File: config.mk
export PLATFORM = sky130hd
export DESIGN_NAME = closure_scc_topological_rank_unit_flat
export DESIGN_NICKNAME = d
export VERILOG_FILES = /design/src/hdl/cstr_pkg.sv /design/src/hdl/cstr_if.sv /design/src/hdl/cstr_reach_mem.sv /design/src/hdl/closure_scc_topological_rank_unit.sv /design/src/flat_wrapper.sv
export SDC_FILE = /design/constraint.sdc
export NUM_CORES = 2
export LEC_CHECK = 0
export BUFFER_PORTS_ARGS = -buffer_cell sky130_fd_sc_hd__buf_4
export CORE_UTILIZATION = 50
export CTS_CLUSTER_SIZE = 25
export DETAILED_ROUTE_END_ITERATION = 10
export PLACE_DENSITY_LB_ADDON = 0.12
export SETUP_SLACK_MARGIN = 0.3
export SLEW_MARGIN = 10
export SYNTH_ARGS = -nofsm -noshare
export SYNTH_HDL_FRONTEND = slang
export SYNTH_SLANG_ARGS = --single-unit
export TNS_END_PERCENT = 100
File: constraint.sdc
create_clock -name clk -period 5 [get_ports clk]
set_clock_uncertainty 0.2 [all_clocks]
set_input_delay 1 -clock clk [delete_from_list [all_inputs] [get_ports clk]]
set_output_delay 1 -clock clk [all_outputs]
set_load 0.02 [all_outputs]
File: src/hdl/cstr_pkg.sv
`default_nettype none
package cstr_pkg;

    localparam int unsigned VERTEX_LIMIT = 32;
    localparam int unsigned VTX_W        = 5;
    localparam int unsigned CNT_W        = 6;
    localparam logic [CNT_W-1:0] REP_INVALID = 6'd32;

    typedef enum logic [0:0] {
        ACT_WRITE = 1'b0,
        ACT_SOLVE = 1'b1
    } action_t;

    typedef struct packed {
        logic             action;
        logic [VTX_W-1:0] row;
        logic [VTX_W-1:0] col;
        logic             edge_req;
    } in_item_t;

    typedef struct packed {
        logic [VTX_W-1:0] vertex;
        logic [VTX_W-1:0] component_rank;
        logic             last;
    } out_item_t;

    typedef struct packed {
        logic                    we;
        logic [VTX_W-1:0]        waddr;
        logic [VERTEX_LIMIT-1:0] wdata;
        logic [VTX_W-1:0]        raddr;
    } mem_req_t;

endpackage
`default_nettype wire

File: src/hdl/cstr_if.sv
`default_nettype none
interface cstr_in_if;
    logic               valid;
    logic               ready;
    cstr_pkg::in_item_t data;
    modport source (output valid, output data, input ready);
    modport sink (input valid, input data, output ready);
endinterface

interface cstr_out_if;
    logic                valid;
    logic                ready;
    cstr_pkg::out_item_t data;
    modport source (output valid, output data, input ready);
    modport sink (input valid, input data, output ready);
endinterface
`default_nettype wire

File: src/hdl/cstr_reach_mem.sv
`default_nettype none
module cstr_reach_mem (
    input  wire logic                                clk,
    input  wire cstr_pkg::mem_req_t                  req,
    output logic [cstr_pkg::VERTEX_LIMIT-1:0]        rd_data
);
    logic [cstr_pkg::VERTEX_LIMIT-1:0] mem [cstr_pkg::VERTEX_LIMIT];

    always_ff @(posedge clk)
    begin
        if (req.we)
        begin
            mem[req.waddr] <= req.wdata;
        end
        rd_data <= mem[req.raddr];
    end
endmodule
`default_nettype wire

File: src/hdl/closure_scc_topological_rank_unit.sv
// Channel   Dir  Payload
// in_ch     in   action, row, col, edge_req
// out_ch    out  vertex, component_rank, last
// cfg       in   cfg_we, cfg_data (number of boolean variables)
//
// Matrix write: read-modify-write of one row of the reach memory.
// Solve with V vertices: transitive closure of the reach memory, then class
// labeling, then ranking of the classes, then one result per vertex.
// The reach memory has one read port and one write port (one row read and one row write a cycle).
// in_ch.ready is high only while idle; out_ch stalls hold the sequencer.
// Reset: 16 variables, no classes; matrix contents undefined until written.
`default_nettype none
module closure_scc_topological_rank_unit #(
    parameter int unsigned MAX_VARIABLES = 16
) (
    input  wire logic       clk,
    input  wire logic       rst_n,
    input  wire logic       cfg_we,
    input  wire logic [4:0] cfg_data,
    cstr_in_if.sink         in_ch,
    cstr_out_if.source      out_ch
);
    localparam int unsigned VL    = cstr_pkg::VERTEX_LIMIT;
    localparam int unsigned VW    = cstr_pkg::VTX_W;
    localparam int unsigned CW    = cstr_pkg::CNT_W;
    localparam int unsigned VMAXI = (2 * MAX_VARIABLES > VL) ? VL : 2 * MAX_VARIABLES;
    localparam logic [CW-1:0] VMAX  = CW'(VMAXI);
    localparam logic [CW-1:0] NMAX  = CW'(MAX_VARIABLES > VL ? VL : MAX_VARIABLES);

    typedef enum logic [3:0] {
        S_IDLE, S_WR_MOD, S_K_RD, S_K_LD, S_I_UP, S_L_RI, S_L_LI, S_L_J, S_L_LAB,
        S_R_START, S_R_K, S_R_KD, S_R_S, S_O_LOAD, S_O_SEND
    } state_t;

    state_t            state_reg;
    logic [4:0]        vc_reg;
    logic [CW-1:0]     v_reg;
    logic [VL-1:0]     mask_reg;
    logic [CW-1:0]     i_reg, j_reg, k_reg, r_reg, total_reg;
    logic [VW-1:0]     lowest_reg;
    logic [VW-1:0]     wr_row_reg, wr_col_reg;
    logic              wr_bit_reg;
    logic [VL-1:0]     rowk_reg, rowi_reg, reach_u_reg;
    logic [VW-1:0]     label_reg [VL];
    logic [CW-1:0]     rep_reg [VL];
    logic [VW-1:0]     rank_reg [VL];
    logic              out_valid_reg;
    cstr_pkg::out_item_t out_data_reg;

    cstr_pkg::mem_req_t mem_req;
    logic [VL-1:0]      mem_q;

    logic          in_fire, out_fire;
    logic [CW-1:0] n_eff, v_calc;
    logic [CW-1:0] i_inc, j_inc, k_inc, r_inc;
    logic [CW-1:0] rep_k, rep_j;

    cstr_reach_mem u_mem (
        .clk     (clk),
        .req     (mem_req),
        .rd_data (mem_q)
    );

    assign in_fire  = in_ch.valid && in_ch.ready;
    assign out_fire = out_valid_reg && out_ch.ready;
    assign in_ch.ready  = (state_reg == S_IDLE);
    assign out_ch.valid = out_valid_reg;
    assign out_ch.data  = out_data_reg;

    assign i_inc = i_reg + CW'(1);
    assign j_inc = j_reg + CW'(1);
    assign k_inc = k_reg + CW'(1);
    assign r_inc = r_reg + CW'(1);
    assign rep_k = rep_reg[k_reg[VW-1:0]];
    assign rep_j = rep_reg[j_reg[VW-1:0]];

    always_comb
    begin
        n_eff = CW'(vc_reg);
        if (n_eff == '0)
        begin
            n_eff = CW'(1);
        end
        else if (n_eff > NMAX)
        begin
            n_eff = NMAX;
        end
        v_calc = {n_eff[CW-2:0], 1'b0};
        if (v_calc > VMAX)
        begin
            v_calc = VMAX;
        end
    end

    always_comb
    begin
        mem_req       = '0;
        mem_req.waddr = i_reg[VW-1:0];
        mem_req.wdata = mem_q | rowk_reg;
        unique case (state_reg)
            S_IDLE:   mem_req.raddr = in_ch.data.row;
            S_WR_MOD:
            begin
                mem_req.we    = 1'b1;
                mem_req.waddr = wr_row_reg;
                mem_req.wdata = mem_q;
                mem_req.wdata[wr_col_reg] = wr_bit_reg;
            end
            S_K_RD:   mem_req.raddr = k_reg[VW-1:0];
            S_I_UP:
            begin
                mem_req.we    = mem_q[k_reg[VW-1:0]];
                mem_req.raddr = i_inc[VW-1:0];
            end
            S_L_RI:   mem_req.raddr = i_reg[VW-1:0];
            S_L_J:    mem_req.raddr = j_inc[VW-1:0];
            S_R_K:    mem_req.raddr = rep_k[VW-1:0];
            default:  mem_req.raddr = '0;
        endcase
    end

    always_ff @(posedge clk or negedge rst_n)
    begin
        if (!rst_n)
        begin
            state_reg     <= S_IDLE;
            vc_reg        <= 5'd16;
            v_reg         <= '0;
            mask_reg      <= '0;
            i_reg         <= '0;
            j_reg         <= '0;
            k_reg         <= '0;
            r_reg         <= '0;
            total_reg     <= '0;
            lowest_reg    <= '0;
            out_valid_reg <= 1'b0;
            for (int n = 0; n < VL; n++)
            begin
                label_reg[n] <= '0;
                rep_reg[n]   <= cstr_pkg::REP_INVALID;
                rank_reg[n]  <= '0;
            end
        end
        else
        begin
            if (cfg_we)
            begin
                vc_reg <= cfg_data;
            end
            unique case (state_reg)
                S_IDLE:
                begin
                    if (in_fire)
                    begin
                        wr_row_reg <= in_ch.data.row;
                        wr_col_reg <= in_ch.data.col;
                        wr_bit_reg <= in_ch.data.edge_req;
                        if (in_ch.data.action == cstr_pkg::ACT_SOLVE)
                        begin
                            v_reg     <= v_calc;
                            mask_reg  <= v_calc[CW-1] ? '1
                                         : ((VL'(1) << v_calc[VW-1:0]) - VL'(1));
                            k_reg     <= '0;
                            state_reg <= S_K_RD;
                        end
                        else
                        begin
                            state_reg <= S_WR_MOD;
                        end
                    end
                end
                S_WR_MOD: state_reg <= S_IDLE;
                S_K_RD:   state_reg <= S_K_LD;
                S_K_LD:
                begin
                    rowk_reg  <= mem_q & mask_reg;
                    i_reg     <= '0;
                    state_reg <= S_I_UP;
                end
                S_I_UP:
                begin
                    if (i_inc == v_reg)
                    begin
                        i_reg <= '0;
                        if (k_inc == v_reg)
                        begin
                            total_reg <= '0;
                            for (int n = 0; n < VL; n++)
                            begin
                                rep_reg[n] <= cstr_pkg::REP_INVALID;
                            end
                            state_reg <= S_L_RI;
                        end
                        else
                        begin
                            k_reg     <= k_inc;
                            state_reg <= S_K_RD;
                        end
                    end
                    else
                    begin
                        i_reg <= i_inc;
                    end
                end
                S_L_RI:   state_reg <= S_L_LI;
                S_L_LI:
                begin
                    rowi_reg <= mem_q;
                    j_reg    <= '0;
                    if (i_reg == '0)
                    begin
                        lowest_reg <= '0;
                        state_reg  <= S_L_LAB;
                    end
                    else
                    begin
                        state_reg <= S_L_J;
                    end
                end
                S_L_J:
                begin
                    // mutual reachability between i and j
                    if (rowi_reg[j_reg[VW-1:0]] && mem_q[i_reg[VW-1:0]])
                    begin
                        lowest_reg <= j_reg[VW-1:0];
                        state_reg  <= S_L_LAB;
                    end
                    else if (j_inc == i_reg)
                    begin
                        lowest_reg <= i_reg[VW-1:0];
                        state_reg  <= S_L_LAB;
                    end
                    else
                    begin
                        j_reg <= j_inc;
                    end
                end
                S_L_LAB:
                begin
                    if (lowest_reg == i_reg[VW-1:0])
                    begin
                        rep_reg[total_reg[VW-1:0]] <= CW'(i_reg[VW-1:0]);
                        label_reg[i_reg[VW-1:0]]   <= total_reg[VW-1:0];
                        total_reg                  <= total_reg + CW'(1);
                    end
                    else
                    begin
                        label_reg[i_reg[VW-1:0]] <= label_reg[lowest_reg];
                    end
                    if (i_inc == v_reg)
                    begin
                        r_reg     <= '0;
                        state_reg <= S_R_START;
                    end
                    else
                    begin
                        i_reg     <= i_inc;
                        state_reg <= S_L_RI;
                    end
                end
                S_R_START:
                begin
                    reach_u_reg <= '0;
                    k_reg       <= '0;
                    state_reg   <= S_R_K;
                end
                S_R_K:
                begin
                    if (k_reg == total_reg)
                    begin
                        j_reg     <= '0;
                        state_reg <= S_R_S;
                    end
                    else if (rep_k != cstr_pkg::REP_INVALID)
                    begin
                        state_reg <= S_R_KD;
                    end
                    else
                    begin
                        k_reg <= k_inc;
                    end
                end
                S_R_KD:
                begin
                    // union of what other live classes reach, self edge dropped
                    reach_u_reg <= reach_u_reg | (mem_q & ~(VL'(1) << rep_k[VW-1:0]));
                    k_reg       <= k_inc;
                    state_reg   <= S_R_K;
                end
                S_R_S:
                begin
                    if ((j_reg == total_reg) || ((rep_j != cstr_pkg::REP_INVALID)
                        && !reach_u_reg[rep_j[VW-1:0]]))
                    begin
                        if (j_reg == total_reg)
                        begin
                            rank_reg[j_reg[VW-1:0] - VW'(1)] <= r_reg[VW-1:0];
                        end
                        else
                        begin
                            rank_reg[j_reg[VW-1:0]] <= r_reg[VW-1:0];
                            rep_reg[j_reg[VW-1:0]]  <= cstr_pkg::REP_INVALID;
                        end
                        if (r_inc == total_reg)
                        begin
                            i_reg     <= '0;
                            state_reg <= S_O_LOAD;
                        end
                        else
                        begin
                            r_reg     <= r_inc;
                            state_reg <= S_R_START;
                        end
                    end
                    else
                    begin
                        j_reg <= j_inc;
                    end
                end
                S_O_LOAD:
                begin
                    out_data_reg.vertex         <= i_reg[VW-1:0];
                    out_data_reg.component_rank <= rank_reg[label_reg[i_reg[VW-1:0]]];
                    out_data_reg.last           <= (i_inc == v_reg);
                    out_valid_reg               <= 1'b1;
                    state_reg                   <= S_O_SEND;
                end
                S_O_SEND:
                begin
                    if (out_fire)
                    begin
                        out_valid_reg <= 1'b0;
                        if (out_data_reg.last)
                        begin
                            state_reg <= S_IDLE;
                        end
                        else
                        begin
                            i_reg     <= i_inc;
                            state_reg <= S_O_LOAD;
                        end
                    end
                end
                default: state_reg <= S_IDLE;
            endcase
        end
    end

    a_ready_no_out: assert property (@(posedge clk) disable iff (!rst_n)
        in_ch.ready |-> !out_ch.valid) else $error("input ready while result pending");
    a_last_idle: assert property (@(posedge clk) disable iff (!rst_n)
        (out_fire && out_data_reg.last) |=> in_ch.ready) else $error("not idle after last");
    a_total_range: assert property (@(posedge clk) disable iff (!rst_n)
        total_reg <= CW'(VL)) else $error("class count overflow");
    a_vertex_range: assert property (@(posedge clk) disable iff (!rst_n)
        out_valid_reg |-> (CW'(out_data_reg.vertex) < v_reg))
        else $error("vertex beyond active count");
endmodule
`default_nettype wire

File: src/flat_wrapper.sv
// flat-port wrapper written by rule: the top's interface ports become plain ports
module closure_scc_topological_rank_unit_flat 
#(
    parameter int unsigned MAX_VARIABLES = 16
)
  (clk, rst_n, cfg_we, cfg_data, in_ch_valid, in_ch_data, in_ch_ready, out_ch_valid, out_ch_data, out_ch_ready);
  cstr_in_if in_ch_i ();
  cstr_out_if out_ch_i ();
  input  wire logic clk;
  input  wire logic rst_n;
  input  wire logic cfg_we;
  input  wire logic [4:0] cfg_data;
  input wire logic [$bits(in_ch_i.valid)-1:0] in_ch_valid;
  input wire logic [$bits(in_ch_i.data)-1:0] in_ch_data;
  output wire logic [$bits(in_ch_i.ready)-1:0] in_ch_ready;
  output wire logic [$bits(out_ch_i.valid)-1:0] out_ch_valid;
  output wire logic [$bits(out_ch_i.data)-1:0] out_ch_data;
  input wire logic [$bits(out_ch_i.ready)-1:0] out_ch_ready;
  assign in_ch_i.valid = in_ch_valid;
  assign in_ch_i.data = in_ch_data;
  assign in_ch_ready = in_ch_i.ready;
  assign out_ch_valid = out_ch_i.valid;
  assign out_ch_data = out_ch_i.data;
  assign out_ch_i.ready = out_ch_ready;
  closure_scc_topological_rank_unit #(.MAX_VARIABLES(MAX_VARIABLES)) u_core (.clk(clk), .rst_n(rst_n), .cfg_we(cfg_we), .cfg_data(cfg_data), .in_ch(in_ch_i), .out_ch(out_ch_i));
endmodule
==> flow_summary.yaml <==
cells_and_area:
  syn2layout_area_growth_pct: 13.99
  fin_nets: 6411
  stdcell_count: 8693
  final.fill_count: 13020
  final_common_cell: "edfxtp_1"
  largest_reg_flops: 1024
  drive_gt1_share_pct: 23.17
  final_cell_mix: "edfxtp_1 (1142), nand2_1 (1030), dfrtp_1 (549)"
route:
  drtAntennaViolNets: 0
  vias_per_cell: 6.360
  dr_total_vias: 55290
  wl_per_cell_um: 29.66
  first_pass_iters: 6
  drcViolationCount: 0
  drt_iter0_markers: 6622
  drt_wl_total_um: 257900
floorplanning:
  num_io_pins: 35
  start_util_pct: 50.36
  core_area_um2: 160400
  die_area_um2: 163200
  dieHeight_um: 403.9
  die_w_um: 403.9
  std_cell_rows: 147
critical_path:
  worstSetupEndpointType: "flop"
  endpoint: "u_core.rank_reg[87]"
  cpMaxStageDelayCell: "dfrtp_4"
  cp_max_fo: 20
  r2r_end: "u_core.rank_reg[87]"
  required_ps: 5510
  crit_cells: 14
  cpMostUsedCell: "buf_12"
  cp_slowest_stage_delay_ps: 640
  cp.arrival_ps: 5180
  cp_top_family: "simple AND/OR/NAND/NOR gates"
  r2r-start: "u_core.j_reg[1]"
  r2r.worst_path.cells: 14
  cp-startpoint: "u_core.j_reg[1]"
  critPathKind: "reg -> reg"
  rrSetupSlack_ps: 330
  path_cells: "buf_12, buf_12, mux2i_1, a22o_1, a22oi_1, and4_1, and2_1, a22oi_1, and4b_1, o41ai_4, buf_12, buf_12, and3_2, mux2_2"
  crit_buf_inv: 4
  cp-start-kind: "flop"
yosys:
  synthCells: 6269
  ys.flop_type: "edfxtp_1"
  synth-seq-area-share_pct: 61.64
  async_flop_share_pct: 33.52
  synth_area_um2: 80770
  synth_seq_cells: 1766
  avgSynthCellArea_um2: 12.88
  syn_nets: 6310
  ys_warn_count: 0
  ys_types: 91
  synth_edf_count: 1142
placement:
  gp_congestion: 0.9673
  dp_cells: 8321
  io_buffer_count: 34
  dp_hpwl_um: 155500
  place_ws_ps: 142.4
worst_hold_path:
  hold_class: "in -> reg"
run:
  cap_violations: 0
power_and_ir_drop:
  leakage_nw: 34.20
  ir_drop_uv: 444.7
  p_sw_w: 0.01731
  p_int_w: 0.03087
  pwr-share-clk_pct: 29.0
  comb_power_share_pct: 33.2
  swShare_pct: 35.92
  power_frac_seq_pct: 37.8
  power_density_nw_per_um2: 523.3
cts:
  cts_buffers: 184
  cts_tree: "yes"
  cts_buffer_depth: 3
  root_buffer: "clkbuf_16"
  cts_sinks: 1766
  htreeDepth: 4
  worst_skew_pair.late_latency_ps: 840
  clkSlewWorstSetupHoldPaths_ps: 60
sta:
  setup_viol: 0
  slew_violations: 0
  fmax_mhz: 214.1
  tightest_slew_ps: 1177
  finalCritPeriodShare_pct: 93.40
  rsz0062_at_grt: "no"
  setup_slack_ps: 329.9
  fin_crit_ps: 4670
  relSlewSlack_pct: 20.94
  hold_ws_ps: 167.6
  timing.setup.tns_ps: 0
  hold_violations: 0
grt:
  grt_pass1_wl_um: 375800
  grt_max_degree: 115
  grt_pass1_vias: 53900
  grt-ovfl-total: 0
  grt_antenna_before_repair: 5
  track_usage_pct: 31.52
run_status:
  status: "finished clean"
-- power groups by stage --
stage / clock network, W / registers (W) / logic, W
3_5_place_dp: 0 / 0.0185 / 0.0155
3_3_place_gp: 0 / 0.0185 / 0.0154
2_1_floorplan: 0 / 0.0181 / 0.00994
6_report: 0.0140 / 0.0182 / 0.0160
5_1_grt: 0.0147 / 0.0182 / 0.0171
4_1_cts: 0.0142 / 0.0182 / 0.0157
-- cells by family after synthesis --
family / share of synthesized area (%)
and+or+nand+nor: 10.42
DFF: 61.64
AOI/OAI and AO/OA: 9.678
muxes: 14.21
buffers and inverters: 3.155
xor gates and xnor gates: 0.6072
adders and majority gates: 0.2943
-- through the flow --
step	total power (W)	utilization [%]	instance area, um2
after floorplan	0.02800	-	80780
after global placement	0.03393	53.36	85580
after detailed placement	0.03405	53.36	85580
after CTS	0.04803	57.26	91840
after global routing	0.05006	57.41	92070
final	0.04818	57.41	92080
-- area by class of cell --
cell class                 instances  area [um2]  area share (%)
sequential                      1766       49810           54.10
clock inverter                    98        1071           1.163
timing repair buffer             392        3797           4.124
antenna                            2       5.005        0.005435
clock buffer                     249        5122           5.563
inverter                         138       518.0          0.5626
multi-input combinational       3888       29050           31.55
tap                             2160        2703           2.935
-- worst min path at each step --
| stage | endpoint | from | depth (start not counted) | slack (ps) |
|---|---|---|---|---|
| 2_1_floorplan | u_core.out_ch.data[8] | u_core.i_reg[2] | 0 | 220 |
| 3_3_place_gp | u_core.mask_reg[25] | u_core.mask_reg[25] | 2 | 250 |
| 3_5_place_dp | u_core.mask_reg[3] | u_core.mask_reg[3] | 2 | 260 |
| 4_1_cts | u_core.wr_col_reg[2] | in_ch_data[3] | 1 | 110 |
| 5_1_grt | u_core.wr_col_reg[2] | in_ch_data[3] | 1 | 140 |
| 6_report | u_core.wr_col_reg[2] | in_ch_data[3] | 1 | 170 |
-- repair_timing --
action	4_1_cts	5_1_grt
pin swaps	0	1
hold endpoints to repair	10	0
buffers inserted	2	20
hold buffers	1	0
gates cloned	0	0
gates resized for setup	4	24
endpoints found under the setup margin	172	309
-- layer usage --
metal | vias to the layer above | GRT usage [%] | wire length [um]
met5 | - | 0 | 0
met4 | 0 | 12.50 | 11010
met3 | 568 | 5.584 | 21890
met2 | 2658 | 49.69 | 120900
met1 | 28220 | 43.53 | 104100
li1 | 23840 | - | -
-- synth_stat cells, types with 8 or more instances --
master / instances / area, um2
a31oi_1: 143 / 894.6
o211ai_1: 30 / 225.2
and3_1: 151 / 944.7
o21ai_0: 183 / 915.9
o22a_1: 9 / 78.83
nand3_4: 16 / 280.3
a211oi_1: 34 / 255.2
dfstp_2: 33 / 867.1
xor2_1: 24 / 210.2
xnor2_1: 32 / 280.3
nor4_1: 35 / 219.0
mux2i_1: 168 / 1682
mux2_2: 345 / 3885
clkbuf_1: 309 / 1160
mux2_4: 80 / 1201
a32o_1: 24 / 240.2
a22oi_1: 19 / 142.6
nand3_1: 231 / 1156
o221ai_1: 58 / 508.0
o2bb2ai_1: 51 / 446.7
mux4_2: 208 / 4684
o31ai_1: 8 / 60.06
inv_1: 137 / 514.2
a22o_1: 11 / 96.34
or2_2: 17 / 106.4
ha_1: 19 / 237.7
a221o_1: 25 / 250.2
nor2_1: 172 / 645.6
o22ai_1: 180 / 1126
buf_2: 94 / 470.5
buf_1: 56 / 210.2
a221oi_1: 80 / 700.7
nor3_1: 27 / 135.1
nand2_1: 1033 / 3877
buf_4: 10 / 75.07
a21oi_1: 250 / 1251
dfrtp_1: 559 / 13990
nor2b_1: 22 / 137.6
and2_1: 50 / 312.8
dfxtp_1: 32 / 640.6
edfxtp_1: 1142 / 34290
nand2b_1: 42 / 262.8
Power figures use the tool's default switching activity.
